--- src/rtl/dssm_pkg.sv ---
`timescale 1ns / 1ps
// ============================================================================
// dssm_pkg
// Shared types and codes for the dual stack that lives in one memory.
// ============================================================================
package dssm_pkg;

    localparam int DEPTH_DEFAULT = 16;
    localparam int CMD_W         = 3;
    localparam int WORD_W        = 32;
    localparam int STATUS_W      = 2;
    localparam int COUNT_W       = 5;

    localparam logic [CMD_W-1:0] CMD_PUSH_LOW  = 3'd0;
    localparam logic [CMD_W-1:0] CMD_PUSH_HIGH = 3'd1;
    localparam logic [CMD_W-1:0] CMD_POP_LOW   = 3'd2;
    localparam logic [CMD_W-1:0] CMD_POP_HIGH  = 3'd3;
    localparam logic [CMD_W-1:0] CMD_QUERY     = 3'd4;

    localparam logic [STATUS_W-1:0] ST_DONE      = 2'd0;
    localparam logic [STATUS_W-1:0] ST_OVERFLOW  = 2'd1;
    localparam logic [STATUS_W-1:0] ST_UNDERFLOW = 2'd2;

    typedef struct packed {
        logic accept;
        logic read_en;
    } ctrl_cmd_t;

endpackage

--- src/rtl/dssm_ctrl.sv ---
`timescale 1ns / 1ps
// ============================================================================
// dssm_ctrl
// Sequencer that accepts a command, schedules the top-of-stack read and
// raises the result strobe.
// ============================================================================
module dssm_ctrl
(
    input  logic                clk,
    input  logic                rst_n,
    input  logic                start,
    output logic                busy,
    output logic                done,
    output dssm_pkg::ctrl_cmd_t cmd
);
    import dssm_pkg::*;

    localparam logic [1:0] S_IDLE = 2'd0;
    localparam logic [1:0] S_READ = 2'd1;
    localparam logic [1:0] S_RESP = 2'd2;

    logic [1:0] state_reg;
    logic [1:0] state_next;

    assign busy        = (state_reg == S_READ);
    assign done        = (state_reg == S_RESP);
    assign cmd.accept  = start && !busy;
    assign cmd.read_en = (state_reg == S_READ);

    always_comb
    begin
        state_next = state_reg;
        case (state_reg)
            S_IDLE:
            begin
                if (cmd.accept)
                begin
                    state_next = S_READ;
                end
            end
            S_READ:
            begin
                state_next = S_RESP;
            end
            S_RESP:
            begin
                if (cmd.accept)
                begin
                    state_next = S_READ;
                end
                else
                begin
                    state_next = S_IDLE;
                end
            end
            default:
            begin
                state_next = S_IDLE;
            end
        endcase
    end

    always_ff @(posedge clk or negedge rst_n)
    begin
        if (!rst_n)
        begin
            state_reg <= S_IDLE;
        end
        else
        begin
            state_reg <= state_next;
        end
    end

    a_accept_reads: assert property (@(posedge clk) disable iff (!rst_n)
        cmd.accept |=> state_reg == S_READ)
        else $error("An accepted command did not start a read.");

    a_read_responds: assert property (@(posedge clk) disable iff (!rst_n)
        state_reg == S_READ |=> done)
        else $error("A read was not followed by a result strobe.");

    a_done_after_read: assert property (@(posedge clk) disable iff (!rst_n)
        done |-> $past(state_reg == S_READ))
        else $error("A result strobe appeared without a preceding read.");

endmodule

--- src/rtl/dssm_datapath.sv ---
`timescale 1ns / 1ps
// ============================================================================
// dssm_datapath
// Shared word memory, the two fill counters and the result registers.
// ============================================================================
module dssm_datapath
#(
    parameter int DEPTH = dssm_pkg::DEPTH_DEFAULT
)
(
    input  logic                                 clk,
    input  logic                                 rst_n,
    input  dssm_pkg::ctrl_cmd_t                  cmd,
    input  logic [dssm_pkg::CMD_W-1:0]           command,
    input  logic signed [dssm_pkg::WORD_W-1:0]   value,
    output logic [dssm_pkg::STATUS_W-1:0]        status,
    output logic signed [dssm_pkg::WORD_W-1:0]   low_top,
    output logic signed [dssm_pkg::WORD_W-1:0]   high_top,
    output logic [dssm_pkg::COUNT_W-1:0]         low_count,
    output logic [dssm_pkg::COUNT_W-1:0]         high_count
);
    import dssm_pkg::*;

    localparam int ADDR_W = $clog2(DEPTH);
    localparam int CNT_W  = $clog2(DEPTH + 1);

    logic [WORD_W-1:0] mem [DEPTH];

    logic [CNT_W-1:0]    low_fill_reg;
    logic [CNT_W-1:0]    low_fill_next;
    logic [CNT_W-1:0]    high_fill_reg;
    logic [CNT_W-1:0]    high_fill_next;
    logic [STATUS_W-1:0] status_reg;
    logic [STATUS_W-1:0] status_next;
    logic [WORD_W-1:0]   rd_low_reg;
    logic [WORD_W-1:0]   rd_high_reg;

    logic [CNT_W:0]      fill_sum;
    logic                full;
    logic                wr_en;
    logic [ADDR_W-1:0]   wr_addr;
    logic [CNT_W-1:0]    high_push_pos;
    logic [CNT_W-1:0]    low_top_pos;
    logic [CNT_W-1:0]    high_top_pos;
    logic [ADDR_W-1:0]   rd_low_addr;
    logic [ADDR_W-1:0]   rd_high_addr;
    logic [CNT_W+COUNT_W-1:0] low_ext;
    logic [CNT_W+COUNT_W-1:0] high_ext;

    assign fill_sum      = {1'b0, low_fill_reg} + {1'b0, high_fill_reg};
    assign full          = fill_sum >= (CNT_W + 1)'(DEPTH);
    assign high_push_pos = CNT_W'(DEPTH - 1) - high_fill_reg;
    assign low_top_pos   = low_fill_reg - CNT_W'(1);
    assign high_top_pos  = CNT_W'(DEPTH) - high_fill_reg;
    assign rd_low_addr   = (low_fill_reg == '0) ? '0 : low_top_pos[ADDR_W-1:0];
    assign rd_high_addr  = (high_fill_reg == '0) ? '0 : high_top_pos[ADDR_W-1:0];

    always_comb
    begin
        low_fill_next  = low_fill_reg;
        high_fill_next = high_fill_reg;
        status_next    = ST_DONE;
        wr_en          = 1'b0;
        wr_addr        = low_fill_reg[ADDR_W-1:0];
        case (command)
            CMD_PUSH_LOW:
            begin
                if (full)
                begin
                    status_next = ST_OVERFLOW;
                end
                else
                begin
                    wr_en         = 1'b1;
                    wr_addr       = low_fill_reg[ADDR_W-1:0];
                    low_fill_next = low_fill_reg + CNT_W'(1);
                end
            end
            CMD_PUSH_HIGH:
            begin
                if (full)
                begin
                    status_next = ST_OVERFLOW;
                end
                else
                begin
                    wr_en          = 1'b1;
                    wr_addr        = high_push_pos[ADDR_W-1:0];
                    high_fill_next = high_fill_reg + CNT_W'(1);
                end
            end
            CMD_POP_LOW:
            begin
                if (low_fill_reg == '0)
                begin
                    status_next = ST_UNDERFLOW;
                end
                else
                begin
                    low_fill_next = low_fill_reg - CNT_W'(1);
                end
            end
            CMD_POP_HIGH:
            begin
                if (high_fill_reg == '0)
                begin
                    status_next = ST_UNDERFLOW;
                end
                else
                begin
                    high_fill_next = high_fill_reg - CNT_W'(1);
                end
            end
            default:
            begin
                status_next = ST_DONE;
            end
        endcase
    end

    always_ff @(posedge clk or negedge rst_n)
    begin
        if (!rst_n)
        begin
            low_fill_reg  <= '0;
            high_fill_reg <= '0;
        end
        else if (cmd.accept)
        begin
            low_fill_reg  <= low_fill_next;
            high_fill_reg <= high_fill_next;
        end
    end

    always_ff @(posedge clk)
    begin
        if (cmd.accept)
        begin
            status_reg <= status_next;
        end
    end

    always_ff @(posedge clk)
    begin
        if (cmd.accept && wr_en)
        begin
            mem[wr_addr] <= value;
        end
    end

    always_ff @(posedge clk)
    begin
        if (cmd.read_en)
        begin
            rd_low_reg  <= mem[rd_low_addr];
            rd_high_reg <= mem[rd_high_addr];
        end
    end

    assign low_ext    = {{COUNT_W{1'b0}}, low_fill_reg};
    assign high_ext   = {{COUNT_W{1'b0}}, high_fill_reg};
    assign low_count  = low_ext[COUNT_W-1:0];
    assign high_count = high_ext[COUNT_W-1:0];
    assign status     = status_reg;
    assign low_top    = (low_fill_reg == '0) ? '0 : rd_low_reg;
    assign high_top   = (high_fill_reg == '0) ? '0 : rd_high_reg;

    a_fill_bound: assert property (@(posedge clk) disable iff (!rst_n)
        fill_sum <= (CNT_W + 1)'(DEPTH))
        else $error("The two stacks together hold more than the memory.");

    a_overflow_holds: assert property (@(posedge clk) disable iff (!rst_n)
        cmd.accept && full && (command == CMD_PUSH_LOW || command == CMD_PUSH_HIGH)
        |=> $stable(low_fill_reg) && $stable(high_fill_reg)
            && status_reg == ST_OVERFLOW)
        else $error("A refused push changed a stack.");

    a_underflow_flag: assert property (@(posedge clk) disable iff (!rst_n)
        cmd.accept && command == CMD_POP_LOW && low_fill_reg == '0
        |=> status_reg == ST_UNDERFLOW && low_fill_reg == '0)
        else $error("A pop of the empty low stack was not refused.");

endmodule

--- src/rtl/dual_stack_shared_memory_top.sv ---
`timescale 1ns / 1ps
// ============================================================================
// dual_stack_shared_memory_top
// Two stacks in one word memory: the low stack grows up from entry 0, the
// high stack grows down from the last entry.
// ============================================================================
//
// Channel   Handshake         Beat
// --------  ----------------  ------------------------------------------------
// command   start, busy       command, value
// result    done (strobe)     status, low_top, high_top, low_count, high_count
//
// A command is taken when start is high and busy is low. Its result is
// strobed on done after the read state, in which the new tops are read from
// the memory's registered read port. A new command may be taken in the same
// cycle as the result strobe, but not in the read state, while busy is high.
// Reset clears both stacks; the memory itself is not cleared. The receiver
// cannot stall the result.
//
module dual_stack_shared_memory_top
#(
    parameter int DEPTH = dssm_pkg::DEPTH_DEFAULT
)
(
    input  logic                                 clk,
    input  logic                                 rst_n,
    input  logic                                 start,
    output logic                                 busy,
    input  logic [dssm_pkg::CMD_W-1:0]           command,
    input  logic signed [dssm_pkg::WORD_W-1:0]   value,
    output logic                                 done,
    output logic [dssm_pkg::STATUS_W-1:0]        status,
    output logic signed [dssm_pkg::WORD_W-1:0]   low_top,
    output logic signed [dssm_pkg::WORD_W-1:0]   high_top,
    output logic [dssm_pkg::COUNT_W-1:0]         low_count,
    output logic [dssm_pkg::COUNT_W-1:0]         high_count
);
    import dssm_pkg::*;

    ctrl_cmd_t ctrl_cmd;

    dssm_ctrl u_ctrl
    (
        .clk   (clk),
        .rst_n (rst_n),
        .start (start),
        .busy  (busy),
        .done  (done),
        .cmd   (ctrl_cmd)
    );

    dssm_datapath #(
        .DEPTH (DEPTH)
    ) u_datapath
    (
        .clk        (clk),
        .rst_n      (rst_n),
        .cmd        (ctrl_cmd),
        .command    (command),
        .value      (value),
        .status     (status),
        .low_top    (low_top),
        .high_top   (high_top),
        .low_count  (low_count),
        .high_count (high_count)
    );

endmodule
--- config.mk ---
export PLATFORM = sky130hd
export DESIGN_NAME = dual_stack_shared_memory_top
export DESIGN_NICKNAME = d
export VERILOG_FILES = /design/src/rtl/dssm_pkg.sv /design/src/rtl/dssm_ctrl.sv /design/src/rtl/dssm_datapath.sv /design/src/rtl/dual_stack_shared_memory_top.sv
export SDC_FILE = /design/constraint.sdc
export NUM_CORES = 1
export LEC_CHECK = 0
export BUFFER_PORTS_ARGS = -buffer_cell sky130_fd_sc_hd__clkbuf_2
export CORE_UTILIZATION = 64
export CTS_BUF_LIST = sky130_fd_sc_hd__clkbuf_4 sky130_fd_sc_hd__clkbuf_8
export DETAILED_ROUTE_END_ITERATION = 12
export MAX_ROUTING_LAYER = met4
export PLACE_DENSITY = 0.89
export SLEW_MARGIN = 30
export SYNTH_ARGS = -nofsm -noshare
export SYNTH_HDL_FRONTEND = slang
export SYNTH_HIERARCHICAL = 1
export SYNTH_SLANG_ARGS = --single-unit
export TNS_END_PERCENT = 5
--- constraint.sdc ---
create_clock -name clk -period 4.9 [get_ports clk]
set_input_delay 0.245 -clock clk [delete_from_list [all_inputs] [get_ports clk]]
set_output_delay 0.245 -clock clk [all_outputs]
set_load 0.005 [all_outputs]
* After elaboration in Yosys (flattened, before gate mapping)
Memory sizes are Yosys's and may differ from the RTL's. A register that Yosys moved wholly into a read port is not among the register bits.
Index checks and enable logic that the tools add are counted.
** Storage, ports and cells
- RAM bits :: 512
- Logic and storage cells :: 58
- Input bits :: 38
- Memories :: 1
- Bits in registers :: 14
- Output and inout port bits :: 78
** Memories
- u_datapath.mem :: words 16, bits a word 32, rd ports 2, clocked after Yosys merged registers in 2, wr ports 1, RTL line dssm_datapath.sv:27 : logic [WORD_W-1:0] mem [DEPTH];
** Cells by class
- Add/sub/neg operators :: 7
- Order comparisons :: 1
- Reductions and logical operators :: 12
- Equal/unequal tests :: 10
- Multiplexer cells :: 23
** Operator list (number)
- two-way mux 32 bit :: 2
- two-way mux 5 bit :: 4
- one-hot mux 5 bit (2 select lines) :: 2
- two-way mux 4 bit :: 4
- one-hot mux 2 bit (3 select lines) :: 2
- adder 5 x 1 -> 5 bit, second input constant :: 2
- zero test 5 bit :: 2
- subtractor 5 x 1 -> 5 bit, second input constant :: 2
- inequality test 2 bit, second input constant :: 4
- AND reduction 4 bit :: 2
- adder 5 x 5 -> 6 bit :: 1
- equality test 3 x 2 -> 1 bit, second input constant :: 2
- greater-or-equal comparator 6 x 5 -> 1 bit, second input constant :: 1
- two-way mux 1 bit :: 6
- two-way mux 2 bit :: 3
- nonzero test 2 bit :: 2
- subtractor 1 x 4 -> 4 bit, first input constant :: 1
- subtractor 4 bit, first input constant :: 1
- equality test 3 x 1 -> 1 bit, second input constant :: 1
- zero test 3 bit :: 1
- equality test 2 x 1 -> 1 bit, second input constant :: 1
- equality test 2 bit, second input constant :: 1
- logical AND 1 bit :: 2
- zero test 2 bit :: 1
- 3 further kinds :: 3

* Logic depth before layout (Yosys ltp)
- Depth in word-level cells :: 7
- Gate-level depth with buffers :: 12

* By module
Netlist, hierarchy kept.
** Modules (own cells, without submodules)
- dssm_datapath :: instances 1, area an instance 28454.8 um^2, cells an instance 2066, seq. area each 17606.9 um^2
- dssm_ctrl :: instances 1, area an instance 100.1 um^2, cells an instance 8, seq. area each 50.0 um^2

* Worst setup path before layout
OpenSTA, ideal clock, no wires.
- Path kind :: register -> register
- From :: register u_datapath.low_fill_reg[4] (netlist: u_datapath/low_count[4])
- To :: memory u_datapath.mem[11][0] (enable)
- Setup slack :: 1.135 ns
- Stages on the path, launching flop included :: 7
- Path buffers :: 0
- Required time :: 4.479 ns
- Arrival time :: 3.344 ns
- Library setup time :: 0.421 ns
- Cell sequence :: dfrtp_1 ha_1 nor3_1 nand3_1 nor2_1 mux2_2 nor2_1
** Between the ends
- Word-level cells in the longest chain between the ends :: 7
** Ends and longest elaborated chain
- from (decl) :: RTL line dssm_datapath.sv:29 : logic [CNT_W-1:0] low_fill_reg;
- from (signal assigned) :: RTL line dssm_datapath.sv:130 : low_fill_reg <= low_fill_next;
- adder 5 x 5 -> 6 bit * :: RTL line dssm_datapath.sv:50 : assign fill_sum = {1'b0, low_fill_reg} + {1'b0, high_fill_reg};
- greater-or-equal comparator 6 x 5 -> 1 bit * :: RTL line dssm_datapath.sv:51 : assign full = fill_sum >= (CNT_W + 1)'(DEPTH);
- two-way mux 1 bit :: RTL line dssm_datapath.sv:68, dssm_datapath.sv:81
- two-way mux 1 bit
- logical AND 1 bit :: RTL line dssm_datapath.sv:145 : if (cmd.accept && wr_en)
- two-way mux 1 bit :: RTL line dssm_datapath.sv:145
- two-way mux 1 bit (not written as such) :: RTL line dssm_datapath.sv:147 : mem[wr_addr] <= value;
- to (decl) :: RTL line dssm_datapath.sv:27
Mark *: on every way between the ends. The rest lies on a longest branch, timed or not.

* Final worst setup path
- From :: register u_datapath.high_fill_reg[1] (netlist: u_datapath/high_count[1])
- To :: register u_datapath.rd_high_reg[17], read port of u_datapath.mem (data pin)
** Between the ends
- Word-level cells in the longest chain between the ends :: 2
** Ends and longest elaborated chain
- from (decl) :: RTL line dssm_datapath.sv:31 : logic [CNT_W-1:0] high_fill_reg;
- from (signal assigned) :: RTL line dssm_datapath.sv:131 : high_fill_reg <= high_fill_next;
- subtractor 1 x 4 -> 4 bit / zero test 5 bit (equally long branches) :: RTL line dssm_datapath.sv:54, dssm_datapath.sv:56
- two-way mux 4 bit * :: RTL line dssm_datapath.sv:56 : assign rd_high_addr = (high_fill_reg == '0) ? '0 : high_top_pos[ADDR_W-1:0];
- to (decl) :: RTL line dssm_datapath.sv:36 : logic [WORD_W-1:0] rd_high_reg;
Marks and branches as above.
A chain may end at the register's enable or synchronous reset.

==> out/summary.md <==
The signal on the critical path passes through inv_1 > ha_1 > or4b_2 > nand2_8 > buf_4 > mux4_2 > mux2i_1 > mux2i_1. Across all hold checks on the routed design, the worst slack comes to 0.0216 ns. The switching part of the total power came out at 42.7%. The logs give 10.9 nW for the leakage power and 0.0455 sq mm for the area of the die. Cell type contributing the most total cell area after synthesis: sky130_fd_sc_hd__edfxtp_1. In the layout the commonest cells are sky130_fd_sc_hd__edfxtp_1 (578), sky130_fd_sc_hd__nor2_1 (132), sky130_fd_sc_hd__clkbuf_2 (115).

Counting along the longest clock path gives a buffer depth of 3. The flip-flop and latch count after synthesis works out to 590. Setup repair after global routing left no endpoint under its margin. The starting density of the core came out at 64.7%. The share of Yosys cell area claimed by the top area cell type is 60.8%. The tools report the arrival time of data at the critical path endpoint as 4.34 ns. The async set-or-reset flop fraction in the synthesized netlist works out to 2.03%. The worst-case IR drop observed on VDD is 732 uV. For the max-capacitance violation count, the log shows 0.

In this run the remaining antenna-violating nets after routing total 0. The logs give 0 for the total DRC errors in the routed layout and 0.0441 sq mm for the core outline area. The tools report the number of pins with negative max-slew slack in the final report as 0. The tools report the setup TNS after final layout as 0 ns. The number of different library cells used by synthesis comes to 59. The detailed router placed 20600 vias in this run. The tools report the number of antenna violations at the first check in global routing as 0.

TritonCTS built the clock tree. The detailed-router iteration count before antenna repair came out at 10. The floorplan has 77 rows. The final estimated routing congestion in global placement came out at 0.835. Cells with a size suffix above 1 make up 23.2% of the layout. The clock reaches the later pin of the worst-skew pair after 0.69 ns. The share of total power dissipated in sequential elements is 29.3%. In this run the worst hold path is classified as in2reg.

Main flop type after synthesis: sky130_fd_sc_hd__edfxtp_1. For this design the top-level I/O count stands at 116. The total power divided by cell area came out at 697 mW/mm^2.

The run gives 0 as the final count of hold timing violations. The estimated wirelength of the detail-placed design is 42800 um. The mean post-synth cell area was 13.8 sq um. Counting flops with a built-in enable in the synthesized netlist gives 578. The internal power consumption was 12.7 mW; the diode insertion count for antenna repair was 0. Entering global routing, the biggest net connects 186 pins. For this run, the slowest stage of the critical path takes 0.73 ns.

The final clock skew was 0.0292 ns. When the netlist entered floorplanning its net count stood at 2124. The tools report the root cell of the clock tree as sky130_fd_sc_hd__clkbuf_8.

Synthesis produced a netlist whose cell count is 2074. The clock network burns 18.1% of the power. The Yosys step of the flow raised 6 warnings. Dividing the detail-routed via count by the number of cells gives 7.26. By instance count, the cell type seen most on the critical path is sky130_fd_sc_hd__mux2i_1. The commonest non-fill, non-tap cell in the layout was sky130_fd_sc_hd__edfxtp_1. Shortest clock period the worst path allows after layout: 3.93 ns. The total track usage is 36.9%, and the number of flip-flops in the largest register is 512.

Global routing finished with a remaining overflow of 0. The cell with the biggest individual delay on the critical path was sky130_fd_sc_hd__or4b_2. The area overhead of the layout relative to synthesis is 11.6%, and the post-synthesis instance area is 0.0286 sq mm. Summed over all layers, the routed wires come to 80400 um.

The post-layout instance area was 0.0319 sq mm. The H-tree generated during clock tree synthesis spans 3 levels. The measured slew at the worst slew-check pin works out to 1.03 ns. Critical path startpoint category: a register.

The first global-routing pass estimated 121000 um of wire. Proportion of power drawn by combinational gates: 52.6%. The critical path is of the reg2reg type. The tools report the number of sinks on the clock net as 590. For the placement-stage cell area, the log shows 0.0298 sq mm. Port buffering added 115 buffers. In the final layout, the multi-input gates occupy 0.0102 sq mm.

In this run the vertical extent of the chip is 213 um. Of all nets on the critical path, the largest fanout is 57. The tools report the relative max-transition margin as 31.6%.

The run finished with clean final reports. Yosys attributes the largest share of cell area to sky130_fd_sc_hd__edfxtp_1 (61%), sky130_fd_sc_hd__mux4_2 (5.0%), sky130_fd_sc_hd__mux2i_1 (3.4%). Power spent charging and discharging nets: 9.49 mW. After detailed routing, the average wire length per cell comes to 28.3 um. The sequential cells in the finished layout cover a total of 0.0177 sq mm. In this run, CTS created clock tree buffers numbering 92. For the worst setup path, the data required time is 5.31 ns. The width of the chip is 213 um, and the number of fill cells is 2751.

Clock-pin slew was measured on the worst setup and hold paths at 0.07 ns. For this run, the post-layout net count is 2226. Setup violations remaining at the end of the flow were counted as 0. The final clock period utilization by the worst path works out to 80.2%. For this block, the initial DRC count from the detailed router was 3054.

The worst setup path is captured at a register. The logs give 61.8% for the sequential fraction of the synthesis area and 0 for the post-cts gate resize count. The via count of the first global-routing pass is 20900, and the maximum clock rate is 0.254 GHz.
final timing paths:
kind,start,to,slack (ns),cells past startpoint
min,value[17],u_datapath/mem[15][17],0.02,1
max in group asynchronous,rst_n,u_datapath/high_count[0],3.80,3
max,u_datapath/high_count[1],u_datapath/rd_high_reg[17],0.97,8
min in group asynchronous,rst_n,u_ctrl/state_reg[0],0.64,3
max reg2reg,u_datapath/high_count[1],u_datapath/rd_high_reg[17],0.97,8
min reg2reg,u_ctrl/state_reg[0],u_ctrl/state_reg[0],0.48,1
what timing repair did:
item | CTS | global route
buffers inserted | 0 | 0
endpoints found under the hold margin | 497 | 0
endpoints found under the setup margin | 0 | 0
hold buffers | 35 | 0
final cells by class:
cell class / count / area share (%)
Timing Repair Buffer: 197 / 4.66
Clock buffer: 117 / 4.56
Multi-Input combinational cell: 1286 / 32.0
Sequential cell: 590 / 55.4
Inverter: 9 / 0.114
Clock inverter: 44 / 0.887
Tap cell: 592 / 2.32
stage by stage:
stage	worst slack [ns]	total power, mW	std cells	util [%]
4_1_cts	1.06	21.9	2835	72.2
3_5_place_dp	1.10	17.8	2639	67.5
6_report	0.970	22.2	2835	72.2
3_3_place_gp	1.21	17.4	2639	67.4
2_1_floorplan	1.14	14.3	2074	-
5_1_grt	0.776	23.0	2835	72.2
Yosys cell counts, types with 14 or more instances:
cell type	number
sky130_fd_sc_hd__buf_2	41
sky130_fd_sc_hd__edfxtp_1	578
sky130_fd_sc_hd__or4_1	32
sky130_fd_sc_hd__and2_1	64
sky130_fd_sc_hd__nor3_1	35
sky130_fd_sc_hd__mux2i_1	98
sky130_fd_sc_hd__or2_2	65
sky130_fd_sc_hd__nand2b_1	36
sky130_fd_sc_hd__and3_1	65
sky130_fd_sc_hd__o21ai_0	40
sky130_fd_sc_hd__mux4_2	64
sky130_fd_sc_hd__buf_6	14
sky130_fd_sc_hd__mux2_1	20
sky130_fd_sc_hd__nor2_1	148
sky130_fd_sc_hd__clkbuf_1	125
sky130_fd_sc_hd__o221ai_1	32
sky130_fd_sc_hd__a21oi_1	104
sky130_fd_sc_hd__o22ai_1	97
sky130_fd_sc_hd__o311ai_0	64
sky130_fd_sc_hd__a2bb2oi_1	96
sky130_fd_sc_hd__mux2_2	47
sky130_fd_sc_hd__a211oi_1	67
sky130_fd_sc_hd__or3_1	34
power by group through the flow:
| stage | Combinational (mW) | Clock, mW | Sequential, mW |
|---|---|---|---|
| floorplan | 7.83 | 0 | 6.46 |
| global placement | 10.8 | 0 | 6.59 |
| detailed placement | 11.2 | 0 | 6.59 |
| CTS | 11.3 | 4.03 | 6.50 |
| global route | 12.2 | 4.23 | 6.55 |
| finish | 11.7 | 4.01 | 6.52 |
routing by layer:
metal / vias to the layer above / global-route usage (%) / wire length (um)
li1: 8488 / - / -
met1: 9944 / 45.5 / 27300
met2: 1762 / 58.4 / 38900
met3: 396 / 7.03 / 9930
met4: 0 / 19.8 / 4300
met5: - / - / 0
critical path, delay by kind of cell, from the launching register on:
family	cells	cell delay [ns]
simple gates	2	1.35
mux	3	0.77
buf+inv	2	0.55
flops	1	0.46
fa+ha+maj	1	0.46
logic make-up (layout without fill, tap and decap cells):
family / Yosys count / count (layout) / share of synthesized area [%]
DFF: 590 / 590 / 61.8
and+or+nand+nor: 519 / 519 / 10.2
AOI/OAI and AO/OA: 513 / 513 / 12.6
muxes: 229 / 229 / 11.1
buffers and inverters: 198 / 367 / 3.22
xor gates and xnor gates: 13 / 13 / 0.399
adders and majority gates: 12 / 12 / 0.552
(Power assumes the default switching activity.)
